## config.mk

```make
export PLATFORM = sky130hd
export DESIGN_NAME = quadrant_keypoint_selector
export DESIGN_NICKNAME = d
export VERILOG_FILES = /design/src/hw/rtl/qks_pkg.sv /design/src/hw/rtl/qks_score_stage.sv /design/src/hw/rtl/qks_slot_bank.sv /design/src/hw/rtl/qks_out_queue.sv /design/src/hw/rtl/quadrant_keypoint_selector.sv
export SDC_FILE = /design/constraint.sdc
export NUM_CORES = 2
export LEC_CHECK = 0
export CORE_ASPECT_RATIO = 1.1
export CORE_UTILIZATION = 62
export DETAILED_ROUTE_END_ITERATION = 10
export DONT_BUFFER_PORTS = 1
export PLACE_DENSITY = 0.79
export REMOVE_ABC_BUFFERS = 1
export SYNTH_ARGS = -nofsm -noshare
export SYNTH_HDL_FRONTEND = slang
export SYNTH_SLANG_ARGS = --single-unit
```

## constraint.sdc

```tcl
create_clock -name clk_i -period 19 [get_ports clk_i]
set_input_delay 2.85 -clock clk_i [delete_from_list [all_inputs] [get_ports clk_i]]
set_output_delay 2.85 -clock clk_i [all_outputs]
set_load 0.03 [all_outputs]
```

## src/hw/rtl/qks_pkg.sv

```systemverilog
package qks_pkg;

  // Field widths fixed by the stream format
  localparam int POS_W       = 16;
  localparam int ID_W        = 16;
  localparam int SIZE_W      = 13;
  localparam int FRAC_BITS   = 4;
  localparam int NUM_SLOTS   = 5;
  localparam int SLOT_IDX_W  = 3;
  localparam int MASK_W      = NUM_SLOTS;

  // Centre in fixed point: (size >> 1) << FRAC_BITS
  localparam int CTR_W  = SIZE_W - 1 + FRAC_BITS;
  // Offset magnitude never exceeds the larger of position and centre
  localparam int OFS_W  = (POS_W > CTR_W) ? POS_W : CTR_W;
  localparam int DIFF_W = OFS_W + 1;
  localparam int PROD_W = 2 * OFS_W;

  // Output queue
  localparam int OQ_DEPTH = 4;
  localparam int OQ_PTR_W = $clog2(OQ_DEPTH);
  localparam int OQ_CNT_W = $clog2(OQ_DEPTH + 1);

  // Config register indexes
  localparam int CFG_IDX_W = 1;
  localparam logic [CFG_IDX_W-1:0] REG_IMAGE_WIDTH  = 1'd0;
  localparam logic [CFG_IDX_W-1:0] REG_IMAGE_HEIGHT = 1'd1;
  localparam logic [SIZE_W-1:0]    WIDTH_RESET      = 13'd640;
  localparam logic [SIZE_W-1:0]    HEIGHT_RESET     = 13'd480;

  // Slot numbering
  localparam logic [SLOT_IDX_W-1:0] SLOT_CENTRE     = 3'd0;
  localparam logic [SLOT_IDX_W-1:0] SLOT_RIGHT_DOWN = 3'd1;
  localparam logic [SLOT_IDX_W-1:0] SLOT_RIGHT_UP   = 3'd2;
  localparam logic [SLOT_IDX_W-1:0] SLOT_LEFT_DOWN  = 3'd3;
  localparam logic [SLOT_IDX_W-1:0] SLOT_LEFT_UP    = 3'd4;
  localparam logic [SLOT_IDX_W-1:0] SLOT_LAST       = 3'd4;

  typedef enum logic [1:0] {
    OP_OFFER = 2'd0,
    OP_DROP  = 2'd1,
    OP_READ  = 2'd2,
    OP_CLEAR = 2'd3
  } op_e;

  typedef struct packed {
    op_e                   op;
    logic [ID_W-1:0]       id;
    logic [POS_W-1:0]      x;
    logic [POS_W-1:0]      y;
    logic                  has_point;
    logic [SLOT_IDX_W-1:0] slot_index;
  } item_t;

  typedef struct packed {
    logic [SLOT_IDX_W-1:0] quad;
    logic [OFS_W-1:0]      cheb;
    logic [PROD_W-1:0]     prod;
  } score_t;

  typedef struct packed {
    logic [MASK_W-1:0] taken_mask;
    logic              slot_valid;
    logic [ID_W-1:0]   slot_feature;
    logic [POS_W-1:0]  slot_x;
    logic [POS_W-1:0]  slot_y;
  } result_t;

  // Chebyshev distance, offset product and quadrant slot of a point
  function automatic score_t score_of(logic [POS_W-1:0] x, logic [POS_W-1:0] y,
                                      logic [CTR_W-1:0] cx, logic [CTR_W-1:0] cy);
    logic [DIFF_W-1:0] dx;
    logic [DIFF_W-1:0] dy;
    logic [DIFF_W-1:0] ndx;
    logic [DIFF_W-1:0] ndy;
    logic [OFS_W-1:0]  ax;
    logic [OFS_W-1:0]  ay;
    score_t            s;
    dx  = DIFF_W'(x) - DIFF_W'(cx);
    dy  = DIFF_W'(y) - DIFF_W'(cy);
    ndx = DIFF_W'(0) - dx;
    ndy = DIFF_W'(0) - dy;
    ax  = dx[DIFF_W-1] ? ndx[OFS_W-1:0] : dx[OFS_W-1:0];
    ay  = dy[DIFF_W-1] ? ndy[OFS_W-1:0] : dy[OFS_W-1:0];
    s.cheb = (ax > ay) ? ax : ay;
    s.prod = PROD_W'(ax) * PROD_W'(ay);
    if (!dx[DIFF_W-1]) begin
      s.quad = dy[DIFF_W-1] ? SLOT_RIGHT_UP : SLOT_RIGHT_DOWN;
    end else begin
      s.quad = dy[DIFF_W-1] ? SLOT_LEFT_UP : SLOT_LEFT_DOWN;
    end
    return s;
  endfunction

endpackage

```

## src/hw/rtl/qks_score_stage.sv

```systemverilog
// Input register, then candidate scoring into the second stage register
module qks_score_stage (
  input  logic                      clk_i,
  input  logic                      rst_ni,
  input  logic                      accept_i,
  input  qks_pkg::item_t            item_i,
  input  logic [qks_pkg::CTR_W-1:0] ctr_x_i,
  input  logic [qks_pkg::CTR_W-1:0] ctr_y_i,
  output logic                      valid_o,
  output qks_pkg::item_t            item_o,
  output qks_pkg::score_t           score_o
);

  logic            in_valid_q;
  qks_pkg::item_t  in_item_q;
  logic            sc_valid_q;
  qks_pkg::item_t  sc_item_q;
  qks_pkg::score_t sc_score_q;
  qks_pkg::score_t score_d;

  assign score_d = qks_pkg::score_of(in_item_q.x, in_item_q.y, ctr_x_i, ctr_y_i);

  always_ff @(posedge clk_i or negedge rst_ni) begin
    if (!rst_ni) begin
      in_valid_q <= 1'b0;
      sc_valid_q <= 1'b0;
    end else begin
      in_valid_q <= accept_i;
      sc_valid_q <= in_valid_q;
    end
  end

  always_ff @(posedge clk_i) begin
    if (accept_i) begin
      in_item_q <= item_i;
    end
    if (in_valid_q) begin
      sc_item_q  <= in_item_q;
      sc_score_q <= score_d;
    end
  end

  assign valid_o = sc_valid_q;
  assign item_o  = sc_item_q;
  assign score_o = sc_score_q;

endmodule

```

## src/hw/rtl/qks_slot_bank.sv

```systemverilog
// Five key-point slots with cached scores; rescored after a centre change
module qks_slot_bank (
  input  logic                      clk_i,
  input  logic                      rst_ni,
  input  logic                      item_valid_i,
  input  qks_pkg::item_t            item_i,
  input  qks_pkg::score_t           score_i,
  input  logic                      rescore_start_i,
  input  logic [qks_pkg::CTR_W-1:0] ctr_x_i,
  input  logic [qks_pkg::CTR_W-1:0] ctr_y_i,
  output logic                      rescore_busy_o,
  output logic                      res_valid_o,
  output qks_pkg::result_t          res_o
);

  logic [qks_pkg::NUM_SLOTS-1:0]  valid_q;
  logic [qks_pkg::NUM_SLOTS-1:0]  valid_d;
  logic [qks_pkg::ID_W-1:0]       id_q    [qks_pkg::NUM_SLOTS];
  logic [qks_pkg::POS_W-1:0]      x_q     [qks_pkg::NUM_SLOTS];
  logic [qks_pkg::POS_W-1:0]      y_q     [qks_pkg::NUM_SLOTS];
  logic [qks_pkg::PROD_W-1:0]     score_q [qks_pkg::NUM_SLOTS];
  logic                           rs_busy_q;
  logic [qks_pkg::SLOT_IDX_W-1:0] rs_idx_q;

  logic [qks_pkg::NUM_SLOTS-1:0]  id_eq;
  logic [qks_pkg::NUM_SLOTS-1:0]  take;
  logic                           is_offer;
  logic                           rd_hit;
  qks_pkg::score_t                rs_score;
  logic [qks_pkg::PROD_W-1:0]     rs_val;
  qks_pkg::result_t               res;

  // Rescore one slot per cycle against the new centre
  assign rs_score = qks_pkg::score_of(x_q[rs_idx_q], y_q[rs_idx_q], ctr_x_i, ctr_y_i);
  assign rs_val   = (rs_idx_q == qks_pkg::SLOT_CENTRE) ?
                    qks_pkg::PROD_W'(rs_score.cheb) : rs_score.prod;

  always_comb begin
    is_offer = item_valid_i && (item_i.op == qks_pkg::OP_OFFER) && item_i.has_point;
    for (int s = 0; s < qks_pkg::NUM_SLOTS; s++) begin
      id_eq[s] = (id_q[s] == item_i.id);
    end
    take[0] = is_offer &&
              (!valid_q[0] || (qks_pkg::PROD_W'(score_i.cheb) < score_q[0]));
    for (int s = 1; s < qks_pkg::NUM_SLOTS; s++) begin
      take[s] = is_offer && (score_i.quad == qks_pkg::SLOT_IDX_W'(s)) &&
                (!valid_q[s] || (score_i.prod > score_q[s]));
    end

    rd_hit = (item_i.slot_index <= qks_pkg::SLOT_LAST) && valid_q[item_i.slot_index];

    valid_d          = valid_q;
    res.taken_mask   = '0;
    res.slot_valid   = 1'b0;
    res.slot_feature = '0;
    res.slot_x       = '0;
    res.slot_y       = '0;
    case (item_i.op)
      qks_pkg::OP_OFFER: begin
        valid_d        = valid_q | take;
        res.taken_mask = take | (valid_q & id_eq);
      end
      qks_pkg::OP_DROP: begin
        valid_d = valid_q & ~id_eq;
      end
      qks_pkg::OP_READ: begin
        res.taken_mask = valid_q & id_eq;
        if (rd_hit) begin
          res.slot_valid   = 1'b1;
          res.slot_feature = id_q[item_i.slot_index];
          res.slot_x       = x_q[item_i.slot_index];
          res.slot_y       = y_q[item_i.slot_index];
        end
      end
      qks_pkg::OP_CLEAR: begin
        valid_d = '0;
      end
      default: begin
        valid_d = valid_q;
      end
    endcase
  end

  always_ff @(posedge clk_i or negedge rst_ni) begin
    if (!rst_ni) begin
      valid_q   <= '0;
      rs_busy_q <= 1'b0;
      rs_idx_q  <= qks_pkg::SLOT_CENTRE;
    end else begin
      if (item_valid_i) begin
        valid_q <= valid_d;
      end
      if (rescore_start_i) begin
        rs_busy_q <= 1'b1;
        rs_idx_q  <= qks_pkg::SLOT_CENTRE;
      end else if (rs_busy_q) begin
        if (rs_idx_q == qks_pkg::SLOT_LAST) begin
          rs_busy_q <= 1'b0;
        end
        rs_idx_q <= rs_idx_q + 1'b1;
      end
    end
  end

  always_ff @(posedge clk_i) begin
    for (int s = 0; s < qks_pkg::NUM_SLOTS; s++) begin
      if (take[s]) begin
        id_q[s]    <= item_i.id;
        x_q[s]     <= item_i.x;
        y_q[s]     <= item_i.y;
        score_q[s] <= (s == 0) ? qks_pkg::PROD_W'(score_i.cheb) : score_i.prod;
      end else if (rs_busy_q && (rs_idx_q == qks_pkg::SLOT_IDX_W'(s))) begin
        score_q[s] <= rs_val;
      end
    end
  end

  assign rescore_busy_o = rs_busy_q;
  assign res_valid_o    = item_valid_i;
  assign res_o          = res;

endmodule

```

## src/hw/rtl/qks_out_queue.sv

```systemverilog
// Small result queue between the slot bank and the output stream
module qks_out_queue (
  input  logic             clk_i,
  input  logic             rst_ni,
  input  logic             wr_i,
  input  qks_pkg::result_t wr_data_i,
  input  logic             rd_i,
  output logic             rd_valid_o,
  output qks_pkg::result_t rd_data_o
);

  qks_pkg::result_t                entry_q [qks_pkg::OQ_DEPTH];
  logic [qks_pkg::OQ_PTR_W-1:0]    wr_ptr_q;
  logic [qks_pkg::OQ_PTR_W-1:0]    rd_ptr_q;
  logic [qks_pkg::OQ_CNT_W-1:0]    cnt_q;
  logic                            pop;

  assign rd_valid_o = (cnt_q != '0);
  assign rd_data_o  = entry_q[rd_ptr_q];
  assign pop        = rd_i && rd_valid_o;

  always_ff @(posedge clk_i or negedge rst_ni) begin
    if (!rst_ni) begin
      wr_ptr_q <= '0;
      rd_ptr_q <= '0;
      cnt_q    <= '0;
    end else begin
      if (wr_i) begin
        wr_ptr_q <= wr_ptr_q + 1'b1;
      end
      if (pop) begin
        rd_ptr_q <= rd_ptr_q + 1'b1;
      end
      if (wr_i && !pop) begin
        cnt_q <= cnt_q + 1'b1;
      end else if (!wr_i && pop) begin
        cnt_q <= cnt_q - 1'b1;
      end
    end
  end

  always_ff @(posedge clk_i) begin
    if (wr_i) begin
      entry_q[wr_ptr_q] <= wr_data_i;
    end
  end

endmodule

```

## src/hw/rtl/quadrant_keypoint_selector.sv

```systemverilog
// Quadrant key-point selector.
// Slave stream carries one operation per item (offer, drop id, read slot,
// clear); tuser holds the operation code. Master stream returns exactly one
// result item per input item, in order: the mask of slots now holding the
// item's id, plus the slot contents for a read.
// m_axis_tvalid rises after an item passes the input register, the scoring
// stage with the offset multiplier and the slot update into a 4-entry
// result queue. Throughput: one item per cycle while s_axis_tready is high;
// the slot state is read and written in a single stage so consecutive items
// see each other's updates.
// s_axis_tready drops when 4 items are accepted but not yet delivered, so a
// stalled receiver backs up the input after the queue fills; nothing is lost.
// Image sizes are written through cfg_*; each write starts a rescore of the
// cached slot scores against the new centre, one slot at a time; s_axis_tready
// is low during the write and the rescore.
// Reset: all slots empty, sizes 640 x 480, queue empty.
module quadrant_keypoint_selector (
  input  logic                          clk_i,
  input  logic                          rst_ni,
  // Input stream
  input  logic                          s_axis_tvalid,
  output logic                          s_axis_tready,
  // [15:0] feature_id, [31:16] pos_x, [47:32] pos_y, [48] has_point,
  // [51:49] slot_index, [55:52] zero
  input  logic [55:0]                   s_axis_tdata,
  // [1:0] operation
  input  logic [1:0]                    s_axis_tuser,
  // Result stream
  output logic                          m_axis_tvalid,
  input  logic                          m_axis_tready,
  // [4:0] taken_mask, [20:5] slot_feature, [36:21] slot_x, [52:37] slot_y,
  // [55:53] zero
  output logic [55:0]                   m_axis_tdata,
  // [0] slot_valid
  output logic [0:0]                    m_axis_tuser,
  // Configuration writes
  input  logic                          cfg_we_i,
  input  logic [qks_pkg::CFG_IDX_W-1:0] cfg_idx_i,
  input  logic [qks_pkg::SIZE_W-1:0]    cfg_data_i
);

  logic [qks_pkg::SIZE_W-1:0]   width_q;
  logic [qks_pkg::SIZE_W-1:0]   height_q;
  logic [qks_pkg::CTR_W-1:0]    ctr_x;
  logic [qks_pkg::CTR_W-1:0]    ctr_y;
  logic [qks_pkg::OQ_CNT_W-1:0] credit_q;   // items accepted, not yet delivered
  logic                         in_acc;
  logic                         out_acc;
  logic                         rescore_busy;
  qks_pkg::item_t               in_item;
  logic                         sc_valid;
  qks_pkg::item_t               sc_item;
  qks_pkg::score_t              sc_score;
  logic                         res_valid;
  qks_pkg::result_t             res;
  qks_pkg::result_t             out_res;

  // Centre in fixed point: whole-pixel half size, fraction bits zero
  assign ctr_x = {width_q[qks_pkg::SIZE_W-1:1], qks_pkg::FRAC_BITS'(0)};
  assign ctr_y = {height_q[qks_pkg::SIZE_W-1:1], qks_pkg::FRAC_BITS'(0)};

  // Unpack the input item
  assign in_item.op         = qks_pkg::op_e'(s_axis_tuser);
  assign in_item.id         = s_axis_tdata[15:0];
  assign in_item.x          = s_axis_tdata[31:16];
  assign in_item.y          = s_axis_tdata[47:32];
  assign in_item.has_point  = s_axis_tdata[48];
  assign in_item.slot_index = s_axis_tdata[51:49];

  // Credit limit keeps the result queue from overflowing
  assign s_axis_tready = (credit_q < qks_pkg::OQ_CNT_W'(qks_pkg::OQ_DEPTH)) &&
                         !rescore_busy && !cfg_we_i;
  assign in_acc  = s_axis_tvalid && s_axis_tready;
  assign out_acc = m_axis_tvalid && m_axis_tready;

  always_ff @(posedge clk_i or negedge rst_ni) begin
    if (!rst_ni) begin
      width_q  <= qks_pkg::WIDTH_RESET;
      height_q <= qks_pkg::HEIGHT_RESET;
      credit_q <= '0;
    end else begin
      if (cfg_we_i) begin
        case (cfg_idx_i)
          qks_pkg::REG_IMAGE_WIDTH:  width_q  <= cfg_data_i;
          qks_pkg::REG_IMAGE_HEIGHT: height_q <= cfg_data_i;
          default: width_q <= width_q;
        endcase
      end
      if (in_acc && !out_acc) begin
        credit_q <= credit_q + 1'b1;
      end else if (!in_acc && out_acc) begin
        credit_q <= credit_q - 1'b1;
      end
    end
  end

  qks_score_stage u_score (
    .clk_i    (clk_i),
    .rst_ni   (rst_ni),
    .accept_i (in_acc),
    .item_i   (in_item),
    .ctr_x_i  (ctr_x),
    .ctr_y_i  (ctr_y),
    .valid_o  (sc_valid),
    .item_o   (sc_item),
    .score_o  (sc_score)
  );

  qks_slot_bank u_slots (
    .clk_i           (clk_i),
    .rst_ni          (rst_ni),
    .item_valid_i    (sc_valid),
    .item_i          (sc_item),
    .score_i         (sc_score),
    .rescore_start_i (cfg_we_i),
    .ctr_x_i         (ctr_x),
    .ctr_y_i         (ctr_y),
    .rescore_busy_o  (rescore_busy),
    .res_valid_o     (res_valid),
    .res_o           (res)
  );

  qks_out_queue u_queue (
    .clk_i      (clk_i),
    .rst_ni     (rst_ni),
    .wr_i       (res_valid),
    .wr_data_i  (res),
    .rd_i       (m_axis_tready),
    .rd_valid_o (m_axis_tvalid),
    .rd_data_o  (out_res)
  );

  // Pack the result item
  assign m_axis_tdata = {3'b000, out_res.slot_y, out_res.slot_x,
                         out_res.slot_feature, out_res.taken_mask};
  assign m_axis_tuser = out_res.slot_valid;

endmodule

```

Yosys cells after proc, flatten, opt, wreduce, memory -nomap -nowiden. Memories as Yosys holds them, arrays and structs flattened. A register that Yosys moved wholly into a read port is not among the register bits. Index checks and enable logic that the tools add are counted.

Bits in registers: 206. Bits in latches: 0. Memory bits (writable): 616. ROM bits: 0. Bits of input ports: 77. Logic and storage cells: 231. Memories kept: 5.

Add/sub/neg operators: 15. Multiply operators: 2. Divide/modulo/power cells: 0. $lt $le $gt $ge: 10. Equal/unequal tests: 16. Shift-type cells: 0. Mux-type cells: 87. Bitwise gates (word level): 11. Reduce and logical (&&, ||, !) cells: 59.

Memory list: u_queue.entry_q (words 4, width 54, read ports 1, clocked after memory_dff 0, wr ports 1, line qks_out_queue.sv:12) `qks_pkg::result_t entry_q [qks_pkg::OQ_DEPTH];`; u_slots.score_q (words 5, width 32, read ports 5, clocked after memory_dff 0, wr ports 5, line qks_slot_bank.sv:21) `logic [qks_pkg::PROD_W-1:0] score_q [qks_pkg::NUM_SLOTS];`; u_slots.id_q (words 5, width 16, read ports 6, clocked after memory_dff 1, wr ports 2, line qks_slot_bank.sv:18) `logic [qks_pkg::ID_W-1:0] id_q [qks_pkg::NUM_SLOTS];`; u_slots.x_q (words 5, width 16, read ports 2, clocked after memory_dff 1, wr ports 2, line qks_slot_bank.sv:19) `logic [qks_pkg::POS_W-1:0] x_q [qks_pkg::NUM_SLOTS];`; u_slots.y_q (words 5, width 16, read ports 2, clocked after memory_dff 1, wr ports 2, line qks_slot_bank.sv:20) `logic [qks_pkg::POS_W-1:0] y_q [qks_pkg::NUM_SLOTS];`.

Operators by type and width (count): $mux W16 (15); $mux W32 (6); $reduce_or A16 Y1 (9); $gt A32 B32 Y1 (4); $mux W49 (2); $eq A16 B16 Y1 (5); $sub A16 B16 Y17 (4); $mul A16 B16 Y32 (2); $sub A1 B16 Y16 const A (4); $mux W3 (20); $mux W1 (40); $gt A16 B16 Y1 (2); $lt A16 B32 Y1 (1); $logic_and A1 B1 Y1 (25); $pmux W5 S3 (1); $eq A3 B2 Y1 const B (4); $and A5 B5 Y5 (2); $logic_not A1 Y1 (10); $or A5 B5 Y5 (2); $pmux W5 S2 (1); $add A3 B1 Y3 const B (3); $eq A3 B1 Y1 const B (2); $eq A3 B3 Y1 const B (2); $reduce_and A2 Y1 (3); 17 further kinds (31).

Depth between registers and ports, before layout.
Word-level depth: 11. Gate-level depth with buffers: 42. Gate-level depth less buffers: 38.

By module. From an unflattened synthesis, not the netlist that was laid out.

Cells, all modules: 5131. Area, all modules: 59350.7 um^2.

By module, submodules not included: qks_slot_bank (instances 1, cells each 3188, area an instance 33913.8 um^2); qks_score_stage (instances 1, cells each 1558, area an instance 16100.4 um^2); qks_out_queue (instances 1, cells each 315, area an instance 8181.6 um^2); quadrant_keypoint_selector (instances 1, cells each 70, area an instance 1154.9 um^2).

Least setup slack after synthesis. Ideal clock, no wire load.

Kind: register to register. Start: reg u_slots.rs_idx_q[0] in the netlist's numbering. End: mem u_slots.score_q[4][31] in the netlist's numbering (data pin). Data arrival time: 10673 ps. Data required time: 18667 ps. Setup slack: 7993 ps. Cell stages (with the launch flop): 40. Path buffers: 4. Period minus slack after synthesis: 11007 ps. Cells stage by stage: dfrtp_1 > buf_2 > buf_1 > buf_1 > mux4_2 > mux2i_1 > ha_1 > inv_1 > fa_1 > a211oi_1 > o21ai_0 > a41oi_1 > o21a_1 > o31ai_1 > xnor2_1 > clkbuf_1 > ha_1 > inv_1 > [... 4 more ...] > fa_1 > inv_1 > fa_1 > fa_1 > inv_1 > fa_1 > inv_1 > ha_1 > a21o_1 > a21o_1 > a21o_1 > a22oi_1 > a21oi_1 > o211ai_1 > a21oi_1 > a311oi_1 > xnor2_1 > o31ai_1.

RTL lines: start: declaration (line qks_slot_bank.sv:23) `logic [qks_pkg::SLOT_IDX_W-1:0] rs_idx_q;`; start signal: assignment (line qks_slot_bank.sv:88) `rs_idx_q <= qks_pkg::SLOT_CENTRE;`; start signal: assignment (line qks_slot_bank.sv:95) `rs_idx_q <= qks_pkg::SLOT_CENTRE;`; start signal: assignment (line qks_slot_bank.sv:100) `rs_idx_q <= rs_idx_q + 1'b1;`; end: declaration (line qks_slot_bank.sv:21).

==> results.md <==
- Final period utilization: 0.652
- Async set-reset flop share out of synthesis: 0.0547
- CTS tree: done
- Number of port buffers: 0
- CP arrival: 12.82 ns
- CTS clk-pin slew, worst paths: 0.06 ns
- RSZ-0062 raised after global routing: no
- Setup crit start: u_slots.rs_idx_q[0]
- Worst hold path class: reg2reg
- Postcts setup bufs: 0
- Register area share after synthesis: 0.424
- Root Driver: clkbuf_16
- Placement row count: 117
- Antenna-violating nets left: 0
- Clock Skew: 0.0589 ns
- Synth top area share: 0.403
- Die width: 293 µm
- Least-Margin Pin Slew: 1.28 ns
- Mean post-synth cell area: 11.9 µm²
- Hold_ws: 0.417 ns
- Setup crit end kind: register
- Core area: 0.0924 mm²
- CP max stage delay: 0.85 ns
- Gr usage total: 0.324
- Die ar.: 0.0943 mm²
- Multi-input gate area: 0.0299 mm²
- GP Congestion: 0.995
- Placed wire-length estimate: 106000 µm
- Unique masters post-synth: 91
- Via count: 38300
- Critical-path maximum fanout: 24
- Largest net degree at the start of global routing: 62
- Sum Neg Setup Slack: 0 ns
- Critical-path top delay cell: xor2_1
- Post-Route WL: 149000 µm
- Synth Cell Area: 0.0577 mm²
- Most common library cells after synthesis: edfxtp_1 (775), inv_1 (750), ha_1 (479)
- EDFF count, synth: 775
- Post-synthesis instance total: 4859
- Register Area: 0.0245 mm²
- Fin crit period: 12.40 ns
- Wire length of the first global-routing pass: 228000 µm
- Area growth syn-to-layout: 8.13%
- Vias per cell: 6.17
- Most frequent CP cell: fa_1
- Vias in the first global route: 39000
- R2R Setup Slk: 6.60 ns
- CTS Sinks: 823
- Die height: 322 µm
- H-tree depth: 3
- Top cells by area, synth: edfxtp_1 (40%), fa_1 (14%), ha_1 (10%)
- Num CTS Buffers: 85
- CTS resizes: 0
- Setup Crit Path Kind: reg2reg
- WL/cell: 24.0 µm
- Congestion Overflow GR: 0
- Ratio of cells with drive above 1 in the final layout: 0.111
- Residual DRC: 0
- Initial Util: 0.625
- Initial antenna violation count: 4
- Outcome: finished, final reports clean
- Longest Clk Path Bufs: 3
- Most numerous cell in the Yosys netlist: edfxtp_1
- Max Fclk: 80.7 MHz
- 1st-pass router iterations: 7
- # setup viols final: 0
- Max Slew Vio Count: 0
- Final net count: 5849
- Hold Fails Final Rpt: 0
- Clock Latency Late Sink: 0.68 ns
- Startpoint type of the worst setup path: register
- Required @ worst endpoint: 19.42 ns
- # IOs: 136
- # hold bufs at CTS: 0
- Relative slew slack: 0.143
- Max-cap violations: 0
- FF+latch count, synth: 823
- Worst r2r src: u_slots.rs_idx_q[0]
- Yosys top cell by area: edfxtp_1
- Min-delay src: u_score.in_item_q[42]
- Synth Warn #: 0
- Iteration-0 DRC Markers: 3669
- Fill cell count: 6462
- Top FF cell, synth: edfxtp_1
-- worst max-delay path, delay by kind of cell (launching register included) --
kind	cells	cell delay, ns
compound gates	9	3.18
xor+xnor	2	1.14
fa+ha+maj	9	3.72
buf+inv	7	1.41
flops	1	0.70
mux	2	0.81
simple gates	6	1.15
-- cell families after synthesis --
kind of cell | after synthesis | synth area share
flip-flops | 823 | 0.424
multiplexers | 354 | 0.0934
AO/OA/AOI/OAI | 522 | 0.0591
adder cells (fa/ha/maj) | 873 | 0.241
XOR/XNOR | 226 | 0.0349
AND/OR/NAND/NOR | 1137 | 0.0877
buffers and inverters | 923 | 0.0603
other | 1 | 0.0000650
-- area by class of cell --
cell class	count	area share
clock inverter	54	0.0109
tap	1249	0.0250
timing repair buffer	83	0.00999
clock buffer	101	0.0355
inverter	775	0.0467
antenna	2	0.0000802
sequential	823	0.392
multi-input combinational	3131	0.479
-- worst paths after layout --
kind	end	depth (start not counted)
max	u_slots.score_q[2][30]	35
min	u_score.item_o[42]	0
max reg2reg	u_slots.score_q[2][30]	35
min reg2reg	u_score.item_o[42]	0
max in group asynchronous	height_q[5]	0
min in group asynchronous	u_score.valid_o	0
-- state kept, by name, summed over array words and instances, names as in the netlist, 5 cells and up, named ones only --
| signal | count |
|---|---|
| u_queue.entry_q | 216 |
| u_slots.score_q | 160 |
| u_slots.id_q | 80 |
| u_slots.x_q | 80 |
| u_slots.y_q | 80 |
| u_score.in_item_q | 54 |
| u_score.item_o | 54 |
| u_score.score_o | 51 |
| height_q | 12 |
| width_q | 12 |
| u_slots.valid_q | 5 |
-- routing by layer --
| metal | vias to the layer above | GRT usage | wire length (µm) |
|---|---|---|---|
| met1 | 19200 | 0.416 | 55700 |
| met5 | - | 0 | 13 |
| li1 | 16800 | - | - |
| met2 | 1895 | 0.540 | 72700 |
| met4 | 2 | 0.153 | 7920 |
| met3 | 440 | 0.0522 | 13200 |
-- cell usage in the layout, fill, tap and decap left out, types with 13 or more instances in the layout --
cell type / n
clkinv_1: 35
xnor2_1: 147
nor2b_1: 37
a21o_1: 82
buf_4: 83
a31oi_1: 15
nand3_1: 34
edfxtp_1: 775
o21ai_0: 109
nor2_1: 348
and2_1: 26
nor3_1: 45
a211oi_1: 19
inv_1: 747
fa_1: 394
o21a_1: 29
a21oi_1: 127
mux4_2: 133
dfrtp_1: 35
nand2_1: 466
o21bai_1: 26
ha_1: 479
mux2i_1: 80
clkbuf_1: 13
o31ai_1: 20
or3_1: 15
xor2_1: 72
and3_1: 14
mux2_2: 140
nand2b_1: 16
conb_1: 19
clkbuf_16: 85
nand4_1: 50
nor4_1: 24
-- per-stage QoR --
| stage | worst slack (ns) | std cells | cell area [µm²] | util |
|---|---|---|---|---|
| global route | 6.09 | 6218 | 62400 | 0.675 |
| detailed placement | 6.86 | 6061 | 59500 | 0.644 |
| finish | 6.60 | 6218 | 62400 | 0.675 |
| floorplan | 7.99 | 4729 | 57200 | - |
| global placement | 7.06 | 6061 | 59500 | 0.644 |
| CTS | 6.74 | 6216 | 62400 | 0.675 |
Power is left out: the tool's default activity adds up to more than one toggle a clock period on the data nets, which glitch-free logic cannot reach.
